[config.mk]
export PLATFORM = sky130hd
export DESIGN_NAME = integer_deque_with_indexed_read
export DESIGN_NICKNAME = d
export VERILOG_FILES = /design/src/rtl/core/deque_pkg.sv /design/src/rtl/core/integer_deque_with_indexed_read.sv /design/src/rtl/core/deque_ctrl.sv /design/src/rtl/core/deque_dp.sv
export SDC_FILE = /design/constraint.sdc
export NUM_CORES = 2
export LEC_CHECK = 0
export BUFFER_PORTS_ARGS = -buffer_cell sky130_fd_sc_hd__buf_2
export CORE_UTILIZATION = 60
export DETAILED_ROUTE_END_ITERATION = 10
export PLACE_DENSITY = 0.8
export SLEW_MARGIN = 20
export SYNTH_ARGS = -nofsm -noshare
export SYNTH_HDL_FRONTEND = slang
export SYNTH_SLANG_ARGS = --single-unit
[constraint.sdc]
create_clock -name clk -period 5.1 [get_ports clk]
set_clock_uncertainty 0.1 [all_clocks]
set_input_delay 1.53 -clock clk [delete_from_list [all_inputs] [get_ports clk]]
set_output_delay 1.53 -clock clk [all_outputs]
set_load 0.02 [all_outputs]
[src/rtl/core/deque_pkg.sv]
package deque_pkg;

    // Operation codes carried by a request
    localparam logic [2:0] OP_PUSH_FRONT = 3'd0;
    localparam logic [2:0] OP_PUSH_BACK  = 3'd1;
    localparam logic [2:0] OP_POP_FRONT  = 3'd2;
    localparam logic [2:0] OP_POP_BACK   = 3'd3;
    localparam logic [2:0] OP_READ       = 3'd4;
    localparam logic [2:0] OP_CLEAR      = 3'd5;

    // Status codes returned with each result
    localparam logic [1:0] ST_OK        = 2'd0;
    localparam logic [1:0] ST_POP_EMPTY = 2'd1;
    localparam logic [1:0] ST_PUSH_FULL = 2'd2;
    localparam logic [1:0] ST_RANGE     = 2'd3;

    // Value returned when nothing was read
    localparam logic signed [31:0] NOT_READ = -32'sd1;

    // Controller states
    typedef enum logic
    {
        S_IDLE,
        S_LOAD
    } ctrl_state_t;

    // Controller to datapath commands
    typedef struct packed
    {
        logic exec;
        logic load;
    } dp_cmd_t;

    // Datapath to controller status
    typedef struct packed
    {
        logic out_free;
    } dp_sts_t;

endpackage

[src/rtl/core/integer_deque_with_indexed_read.sv]
// Bounded double-ended queue of signed 32-bit values held in a ring memory
// of DEPTH entries, with a front pointer and an element count. Each request
// is one operation (push front, push back, pop front, pop back, read at a
// position from the front, clear) and returns exactly one result: the value
// read or -1, the length after the operation, an empty flag and a status.
// In the accepting cycle a request updates the pointers, writes the ring
// and starts the registered memory read; the controller then waits in its
// load state until the output register is free and moves the result into
// it. The block takes no new request until that result is loaded.
// A new request is accepted while an earlier result waits in the output
// register. The ring needs no clearing after reset; reads only reach
// entries that pushes have written.
module integer_deque_with_indexed_read
#(
    parameter int DEPTH = 64,
    localparam int CNT_W = $clog2(DEPTH + 1)
)
(
    input  logic               clk,
    input  logic               rst_n,
    input  logic               in_valid,
    output logic               in_stall,
    input  logic [2:0]         opcode,
    input  logic signed [31:0] data_value,
    input  logic [5:0]         position,
    output logic               out_valid,
    input  logic               out_stall,
    output logic signed [31:0] read_value,
    output logic [CNT_W-1:0]   length,
    output logic               empty_flag,
    output logic [1:0]         status
);
    import deque_pkg::*;

    dp_cmd_t cmd;
    dp_sts_t sts;

    // Sequencer
    deque_ctrl u_ctrl
    (
        .clk      (clk),
        .rst_n    (rst_n),
        .in_valid (in_valid),
        .sts      (sts),
        .cmd      (cmd),
        .in_stall (in_stall)
    );

    // Ring, pointers and output register
    deque_dp
    #(
        .DEPTH (DEPTH),
        .IDX_W ($clog2(DEPTH)),
        .CNT_W (CNT_W)
    )
    u_dp
    (
        .clk        (clk),
        .rst_n      (rst_n),
        .cmd        (cmd),
        .sts        (sts),
        .opcode     (opcode),
        .data_value (data_value),
        .position   (position),
        .out_stall  (out_stall),
        .out_valid  (out_valid),
        .read_value (read_value),
        .length     (length),
        .empty_flag (empty_flag),
        .status     (status)
    );

endmodule

[src/rtl/core/deque_ctrl.sv]
module deque_ctrl
(
    input  logic              clk,
    input  logic              rst_n,
    input  logic              in_valid,
    input  deque_pkg::dp_sts_t sts,
    output deque_pkg::dp_cmd_t cmd,
    output logic              in_stall
);
    import deque_pkg::*;

    ctrl_state_t state_reg;
    ctrl_state_t state_next;

    // State register
    always_ff @(posedge clk or negedge rst_n)
    begin
        if (!rst_n)
        begin
            state_reg <= S_IDLE;
        end
        else
        begin
            state_reg <= state_next;
        end
    end

    // Next state
    always_comb
    begin
        state_next = state_reg;
        case (state_reg)
            S_IDLE:
            begin
                if (in_valid)
                begin
                    state_next = S_LOAD;
                end
            end
            S_LOAD:
            begin
                if (sts.out_free)
                begin
                    state_next = S_IDLE;
                end
            end
            default:
            begin
                state_next = S_IDLE;
            end
        endcase
    end

    // Outputs
    always_comb
    begin
        cmd.exec = 1'b0;
        cmd.load = 1'b0;
        in_stall = 1'b1;
        case (state_reg)
            S_IDLE:
            begin
                in_stall = 1'b0;
                cmd.exec = in_valid;
            end
            S_LOAD:
            begin
                cmd.load = sts.out_free;
            end
            default:
            begin
                in_stall = 1'b1;
            end
        endcase
    end

endmodule

[src/rtl/core/deque_dp.sv]
module deque_dp
#(
    parameter int DEPTH = 64,
    parameter int IDX_W = $clog2(DEPTH),
    parameter int CNT_W = $clog2(DEPTH + 1)
)
(
    input  logic               clk,
    input  logic               rst_n,
    input  deque_pkg::dp_cmd_t  cmd,
    output deque_pkg::dp_sts_t  sts,
    input  logic [2:0]         opcode,
    input  logic signed [31:0] data_value,
    input  logic [5:0]         position,
    input  logic               out_stall,
    output logic               out_valid,
    output logic signed [31:0] read_value,
    output logic [CNT_W-1:0]   length,
    output logic               empty_flag,
    output logic [1:0]         status
);
    import deque_pkg::*;

    // Sum width for slot arithmetic: front plus an offset below DEPTH
    localparam int SUM_W = ((IDX_W > 6) ? IDX_W : 6) + 1;

    logic signed [31:0] mem [DEPTH];
    logic signed [31:0] rd_q;

    logic [IDX_W-1:0] front_reg;
    logic [IDX_W-1:0] front_next;
    logic [CNT_W-1:0] count_reg;
    logic [CNT_W-1:0] count_next;
    logic [1:0]       res_status_reg;
    logic [1:0]       res_status_next;
    logic             res_read_reg;
    logic             res_read_next;

    logic               out_valid_reg;
    logic signed [31:0] read_value_reg;
    logic [CNT_W-1:0]   length_reg;
    logic               empty_reg;
    logic [1:0]         status_reg;

    logic             full;
    logic             empty;
    logic             in_range;
    logic [IDX_W-1:0] front_dec;
    logic [IDX_W-1:0] front_inc;
    logic [IDX_W-1:0] back_slot;
    logic [IDX_W-1:0] read_slot;
    logic             wr_en;
    logic [IDX_W-1:0] wr_addr;
    logic             rd_en;

    // Ring wrap of front plus offset, sum stays below twice DEPTH
    function automatic logic [IDX_W-1:0] wrap_slot(input logic [SUM_W-1:0] sum);
        logic [SUM_W-1:0] fixed;
        fixed = sum;
        if (sum >= SUM_W'(DEPTH))
        begin
            fixed = sum - SUM_W'(DEPTH);
        end
        return fixed[IDX_W-1:0];
    endfunction

    // Pointer arithmetic
    always_comb
    begin
        full      = (count_reg == CNT_W'(DEPTH));
        empty     = (count_reg == '0);
        in_range  = (SUM_W'(position) < SUM_W'(count_reg));
        front_dec = (front_reg == '0) ? IDX_W'(DEPTH - 1) : front_reg - 1'b1;
        front_inc = (front_reg == IDX_W'(DEPTH - 1)) ? '0 : front_reg + 1'b1;
        back_slot = wrap_slot(SUM_W'(front_reg) + SUM_W'(count_reg));
        read_slot = wrap_slot(SUM_W'(front_reg) + SUM_W'(position));
    end

    // Operation decode
    always_comb
    begin
        front_next      = front_reg;
        count_next      = count_reg;
        res_status_next = res_status_reg;
        res_read_next   = res_read_reg;
        wr_en           = 1'b0;
        wr_addr         = back_slot;
        rd_en           = 1'b0;
        if (cmd.exec)
        begin
            res_status_next = ST_OK;
            res_read_next   = 1'b0;
            case (opcode)
                OP_PUSH_FRONT:
                begin
                    if (full)
                    begin
                        res_status_next = ST_PUSH_FULL;
                    end
                    else
                    begin
                        front_next = front_dec;
                        count_next = count_reg + 1'b1;
                        wr_en      = 1'b1;
                        wr_addr    = front_dec;
                    end
                end
                OP_PUSH_BACK:
                begin
                    if (full)
                    begin
                        res_status_next = ST_PUSH_FULL;
                    end
                    else
                    begin
                        count_next = count_reg + 1'b1;
                        wr_en      = 1'b1;
                    end
                end
                OP_POP_FRONT:
                begin
                    if (empty)
                    begin
                        res_status_next = ST_POP_EMPTY;
                    end
                    else
                    begin
                        front_next = front_inc;
                        count_next = count_reg - 1'b1;
                    end
                end
                OP_POP_BACK:
                begin
                    if (empty)
                    begin
                        res_status_next = ST_POP_EMPTY;
                    end
                    else
                    begin
                        count_next = count_reg - 1'b1;
                    end
                end
                OP_READ:
                begin
                    if (in_range)
                    begin
                        rd_en         = 1'b1;
                        res_read_next = 1'b1;
                    end
                    else
                    begin
                        res_status_next = ST_RANGE;
                    end
                end
                OP_CLEAR:
                begin
                    front_next = '0;
                    count_next = '0;
                end
                default:
                begin
                    res_status_next = ST_OK;
                end
            endcase
        end
    end

    // Ring memory, registered read
    always_ff @(posedge clk)
    begin
        if (wr_en)
        begin
            mem[wr_addr] <= data_value;
        end
        if (rd_en)
        begin
            rd_q <= mem[read_slot];
        end
    end

    // Pointers and pending result
    always_ff @(posedge clk or negedge rst_n)
    begin
        if (!rst_n)
        begin
            front_reg      <= '0;
            count_reg      <= '0;
            res_status_reg <= ST_OK;
            res_read_reg   <= 1'b0;
        end
        else
        begin
            front_reg      <= front_next;
            count_reg      <= count_next;
            res_status_reg <= res_status_next;
            res_read_reg   <= res_read_next;
        end
    end

    // Output register
    always_ff @(posedge clk or negedge rst_n)
    begin
        if (!rst_n)
        begin
            out_valid_reg <= 1'b0;
        end
        else if (cmd.load)
        begin
            out_valid_reg <= 1'b1;
        end
        else if (!out_stall)
        begin
            out_valid_reg <= 1'b0;
        end
    end

    always_ff @(posedge clk)
    begin
        if (cmd.load)
        begin
            read_value_reg <= res_read_reg ? rd_q : NOT_READ;
            length_reg     <= count_reg;
            empty_reg      <= (count_reg == '0);
            status_reg     <= res_status_reg;
        end
    end

    assign sts.out_free = !out_valid_reg || !out_stall;
    assign out_valid    = out_valid_reg;
    assign read_value   = read_value_reg;
    assign length       = length_reg;
    assign empty_flag   = empty_reg;
    assign status       = status_reg;

endmodule

### Word level (Yosys, flattened, before mapping)

Memory sizes are Yosys's and may differ from the RTL's. A register that Yosys moved wholly into a read port is not among the register bits.
Cells that the tools add are included.

* register bits: 60
* latch bits: 0
* memory bits (writable): 2048
* memory bits (read-only): 0
* input port bits: 45
* output and inout port bits: 44
* word-level logic and storage cells: 80
* memories kept: 1

* add/sub/neg operators: 8
* multipliers: 0
* div/mod/pow operators: 0
* order comparisons: 3
* equality and inequality tests: 12
* shifts and indexed selects: 0
* mux-type cells: 33
* bitwise logic cells: 1
* reduce and logical (&&, ||, !) cells: 12

Memories
* u_dp.mem: depth 64, bits a word 32, read ports 1, clocked after Yosys merged registers in 1, wr ports 1, RTL line deque_dp.sv:27 `logic signed [31:0] mem [DEPTH];`

Operators with widths (count)
* two-way mux 6 bit: 9
* one-hot mux 7 bit (3 select lines): 1
* one-hot mux 6 bit (3 select lines): 1
* subtractor 6 x 1 -> 6 bit, second input constant: 3
* two-way mux 1 bit: 16
* greater-or-equal comparator 7 bit, second input constant: 2
* two-way mux 7 bit: 2
* != test 2 bit, second input constant: 4
* AND reduction 4 bit: 2
* adder 6 x 6 -> 7 bit: 1
* adder 6 x 7 -> 7 bit: 1
* adder 7 x 1 -> 7 bit, second input constant: 1
* equality test 7 bit, second input constant: 1
* logical NOT 7 bit: 1
* < comparator 6 x 7 -> 1 bit: 1
* subtractor 7 x 1 -> 7 bit, second input constant: 1
* adder 6 x 1 -> 6 bit, second input constant: 1
* equality test 3 x 2 -> 1 bit, second input constant: 2
* equality test 3 bit, second input constant: 2
* equality test 6 bit, second input constant: 1
* logical NOT 6 bit: 1
* one-hot mux 2 bit (3 select lines): 1
* nonzero test 3 bit: 2
* two-way mux 2 bit: 2
* 8 further kinds: 10

### Depth between registers and ports, before layout

* depth in word-level cells: 6
* gate-level depth with buffers: 12
* gate-level depth less buffers: 9

### Hierarchy

From an unflattened synthesis, not the netlist that was laid out.

* cell total of the unflattened synthesis: 3994
* area, all modules: 83129.7 um^2

By module, submodules not included
* deque_dp: instances 1, cells an instance 3989, area each 83077.2 um^2, seq. area each 64146.5 um^2
* deque_ctrl: instances 1, cells an instance 5, area each 52.6 um^2, seq. area each 25.0 um^2

### Worst setup path before layout

OpenSTA, ideal clock, no wires.

* path kind: input -> register
* start: input opcode[1]
* end: register u_dp.rd_q[0] (read register of u_dp.mem) (enable)
* setup time: 473 ps
* arrival: 4826 ps
* required time: 4527 ps
* path slack: -298 ps
* stages on the path: 3
* cells stage by stage: buf_2 > or4b_2 > a211oi_1

* longest elaborated chain between the ends: 3

Ends and longest elaborated chain
* start: declaration: RTL line integer_deque_with_indexed_read.sv:23 `input logic [2:0] opcode,`
* equality test 3 bit: RTL line deque_dp.sv:93 `case (opcode)`
* two-way mux 1 bit: RTL line deque_dp.sv:93
* two-way mux 1 bit: RTL line deque_dp.sv:89 `if (cmd.exec)`
* via u_dp.rd_en: RTL line deque_dp.sv:54 `logic rd_en;`
* end: declaration: RTL line deque_dp.sv:28 `logic signed [31:0] rd_q;`

The timed path passes the listed nets, and every way through them passes these cells.
A chain may end at the register's enable or synchronous reset.

### Worst setup path after layout

* start: input position[0]
* end: register u_dp.rd_q[27] (read register of u_dp.mem) (data pin)

* longest elaborated chain between the ends: 4
* elaborated cells between the ends (all ways): 8
* classes of those cells: add/sub: 2; order compare: 2; mux: 4

Ends and longest elaborated chain
* start: declaration: RTL line integer_deque_with_indexed_read.sv:25 `input logic [5:0] position,`
* parallel branches: the longest is 4 deep, another holds adder 6 x 6 -> 7 bit

Several ways; the timed one is not identified.

==> results.sh <==
export IMPL_cts_hold_buf=0
export IMPL_critPathKind="in2reg"
export IMPL_hold_ws_ns=0.373
export IMPL_dpl_hpwl_mm=127
export IMPL_hold_end="u_dp.status[1]$_DFFE_PP_"
export IMPL_root_buffer="clkbuf_16"
export IMPL_wirelength_mm=225
export IMPL_fp_row_count=136
export IMPL_fin_crit_sh_pct=86.8
export IMPL_combPwrFrac_pct=38.6
export IMPL_p_sw_mw=19.6
export IMPL_cts_max_path_buffers=3
export IMPL_netlist_area_um2=83200
export IMPL_finalSetupTns_ns=0
export IMPL_switching_share_pct=34.6
export IMPL_grt_pass1_wl_mm=318
export IMPL_die_h_um=374
export IMPL_fillers=7779
export IMPL_holdPathStages=0
export IMPL_synth_seq_cells=2140
export IMPL_place_area_um2=88400
export IMPL_rsz0062_at_grt="no"
export IMPL_hp_start="u_dp.res_status_reg[1]$_DFFE_PN0P_"
export IMPL_reg2reg_from="u_dp.front_reg[0]$_DFFE_PN0P_"
export IMPL_cts_setup_buffers=0
export IMPL_cts_max_level=4
export IMPL_finalPower_mw=56.8
export IMPL_cts_tree="done"
export IMPL_p_int_mw=37.2
export IMPL_syn_to_final_growth_pct=14.0
export IMPL_drtAntennaViolNets=0
export IMPL_hold_viol_final=0
export IMPL_ir_worst_vdd_mv=0.503
export IMPL_final_min_clock_period_ns=4.43
export IMPL_cts_sinks=2140
export IMPL_synthArstFlopShare_pct=0.841
export IMPL_start_util_pct=60.5
export IMPL_dieArea_um2=140000
export IMPL_grtUsageTotal_pct=32.6
export IMPL_slew_violations=0
export IMPL_synth_top_cell_area_share_pct=76.6
export IMPL_cap_violations=0
export IMPL_place_ws_ns=-0.0427
export IMPL_hp_class="reg2reg"
export IMPL_post_place_cells=5813
export IMPL_worstPathArrival_ns=4.93
export IMPL_first_iter_violations=6611
export IMPL_die_w_um=374
export IMPL_r2r_end="u_dp.rd_q[27]$_DFFE_PP_"
export IMPL_cts_resized=0
export IMPL_grt_ovfl_total=0
export IMPL_seq_area_frac_synth_pct=77.1
export IMPL_crit_path_end_kind="flip-flop"
export IMPL_fin_util_pct=69.0
export IMPL_synth_most_common_cell="edfxtp_1"
export IMPL_cts_buffers=203
export IMPL_finalWorstSetupSlack_ns=0.672
export IMPL_worst_pin_slew_ns=1.17
export IMPL_setup_violations=0
export IMPL_largest_register_ffs=2048
export IMPL_critPathRequiredTime_ns=5.60
export IMPL_yosys_warnings=0
export IMPL_via_per_inst=7.06
export IMPL_grt_antenna_before_repair=25
export IMPL_relSlewSlack_pct=22.0
export IMPL_grt_pass1_vias=43992
export IMPL_ys_top_cells_by_area="edfxtp_1 (77%), mux4_2 (14%), nand2_1 (1.6%)"
export IMPL_power_leakage_nw=30.3
export IMPL_synth_net_count=3940
export IMPL_fin_cells=6183
export IMPL_status="complete, no violations"
export IMPL_syn_inst=3869
export IMPL_powerDensity_nw_per_um2=599
export IMPL_clk_latency_ns=0.85
export IMPL_portBuffers=88
export IMPL_reg2regPathDepth=8
export IMPL_post_drt_wl_per_cell_um=36.4
export IMPL_clkSlewWorstSetupHoldPaths_ns=0.06
export IMPL_drive_above_1_share_pct=29.6
export IMPL_fin_area_um2=94900
export IMPL_pwr_share_clk_pct=26.0
export IMPL_grt_start_max_net_pins=65
export IMPL_place_gp_congestion=0.905
export IMPL_num_vias=43624
export IMPL_nets=4297
export IMPL_synth_avg_cell_area_um2=21.5
export IMPL_ys_types=73
export IMPL_synth_edf_count=2122
export IMPL_firstDrtPassIters=6
export IMPL_design_core_area_um2=137000
export IMPL_start_kind="input pin"
export IMPL_synth_ff_type="edfxtp_1"
export IMPL_io_pins=89
export IMPL_timing_reg2reg_setup_slack_ns=0.90
export IMPL_yosysTopAreaCell="edfxtp_1"
export IMPL_synthTopCellsByCount="edfxtp_1 (2122), mux4_2 (513), nand2_1 (346)"
export IMPL_drc=0
export IMPL_crit_fanout=18
export IMPL_fmax_mhz=226
export IMPL_p_seq_share_pct=35.4
-- power groups by stage --
stage	Sequential (mW)	Combinational, mW	Clock, mW
final	20.1	21.9	14.8
after global routing	20.1	22.6	15.5
after floorplan	20.4	12.8	0
after detailed placement	20.5	21.1	0
after CTS	20.1	21.6	14.8
after global placement	20.4	20.7	0
-- cell families (layout without fill, tap and decap cells) --
logic type / after synthesis / in the layout / share of synthesized area [%]
other cells: 0 / 8 / 0
flops: 2140 / 2140 / 77.1
buf+inv: 223 / 735 / 1.22
mux: 671 / 671 / 15.9
fa+ha+maj: 26 / 26 / 0.418
simple gates: 564 / 564 / 3.13
xor+xnor: 14 / 14 / 0.156
compound gates: 231 / 231 / 2.09
-- layout make-up --
type                            instances  area (um2)  area share, %
Tap cell                             1794        2240           2.37
Multi-Input combinational cell       1506       18600           19.6
Clock inverter                         97        1000           1.05
Sequential cell                      2140       64200           67.6
Antenna cell                            8        20.0         0.0211
Clock buffer                          263        5420           5.71
Inverter                               18        67.6         0.0712
Timing Repair Buffer                  357        3330           3.51
-- critical path, stage by stage --
cell and delay [ns]:
buf_2 0.14, ha_4 0.17, fa_4 0.89, buf_12 0.21, buf_4 0.32, mux4_2 0.35, mux2_2 0.28, o22ai_1 0.73
and4b_1 0.29
-- layer usage --
layer	vias to the layer above	share of wire, %	track usage (%)
met3	645	13	8.34
met2	3693	47	50.2
met5	-	0.034	0
met1	22494	34	43.4
met4	10	5.8	16.9
li1	16782	-	-
-- worst max path at each step --
stage	startpoint	to	slack [ns]	cells past startpoint
global placement	position[0]	u_dp.rd_q[27]$_DFFE_PP_	-0.06	9
CTS	position[0]	u_dp.rd_q[27]$_DFFE_PP_	0.81	9
detailed placement	position[0]	u_dp.rd_q[27]$_DFFE_PP_	-0.04	9
global route	position[0]	u_dp.rd_q[18]$_DFFE_PP_	0.82	12
floorplan	opcode[2]	u_dp.mem[33][0]$_DFFE_PP_	0.21	6
finish	position[0]	u_dp.rd_q[27]$_DFFE_PP_	0.67	9
-- placed cells by master (no fill, tap or decap), types with 10 or more instances in the layout --
cell / instances
a21o_1: 12
a21oi_1: 26
a32oi_1: 32
and4b_1: 31
buf_12: 67
buf_2: 85
buf_4: 203
bufinv_16: 15
clkbuf_1: 53
clkbuf_16: 207
clkinv_1: 33
clkinv_2: 27
dfrtp_1: 18
edfxtp_1: 2122
ha_1: 22
inv_1: 17
mux2_2: 55
mux2i_1: 96
mux4_2: 513
nand2_1: 346
nand2b_1: 38
nand3_1: 10
nor2_1: 22
nor2_4: 64
o211ai_1: 64
o21ai_0: 14
o22ai_1: 37
Note: power is estimated with default switching activity, not from simulation.
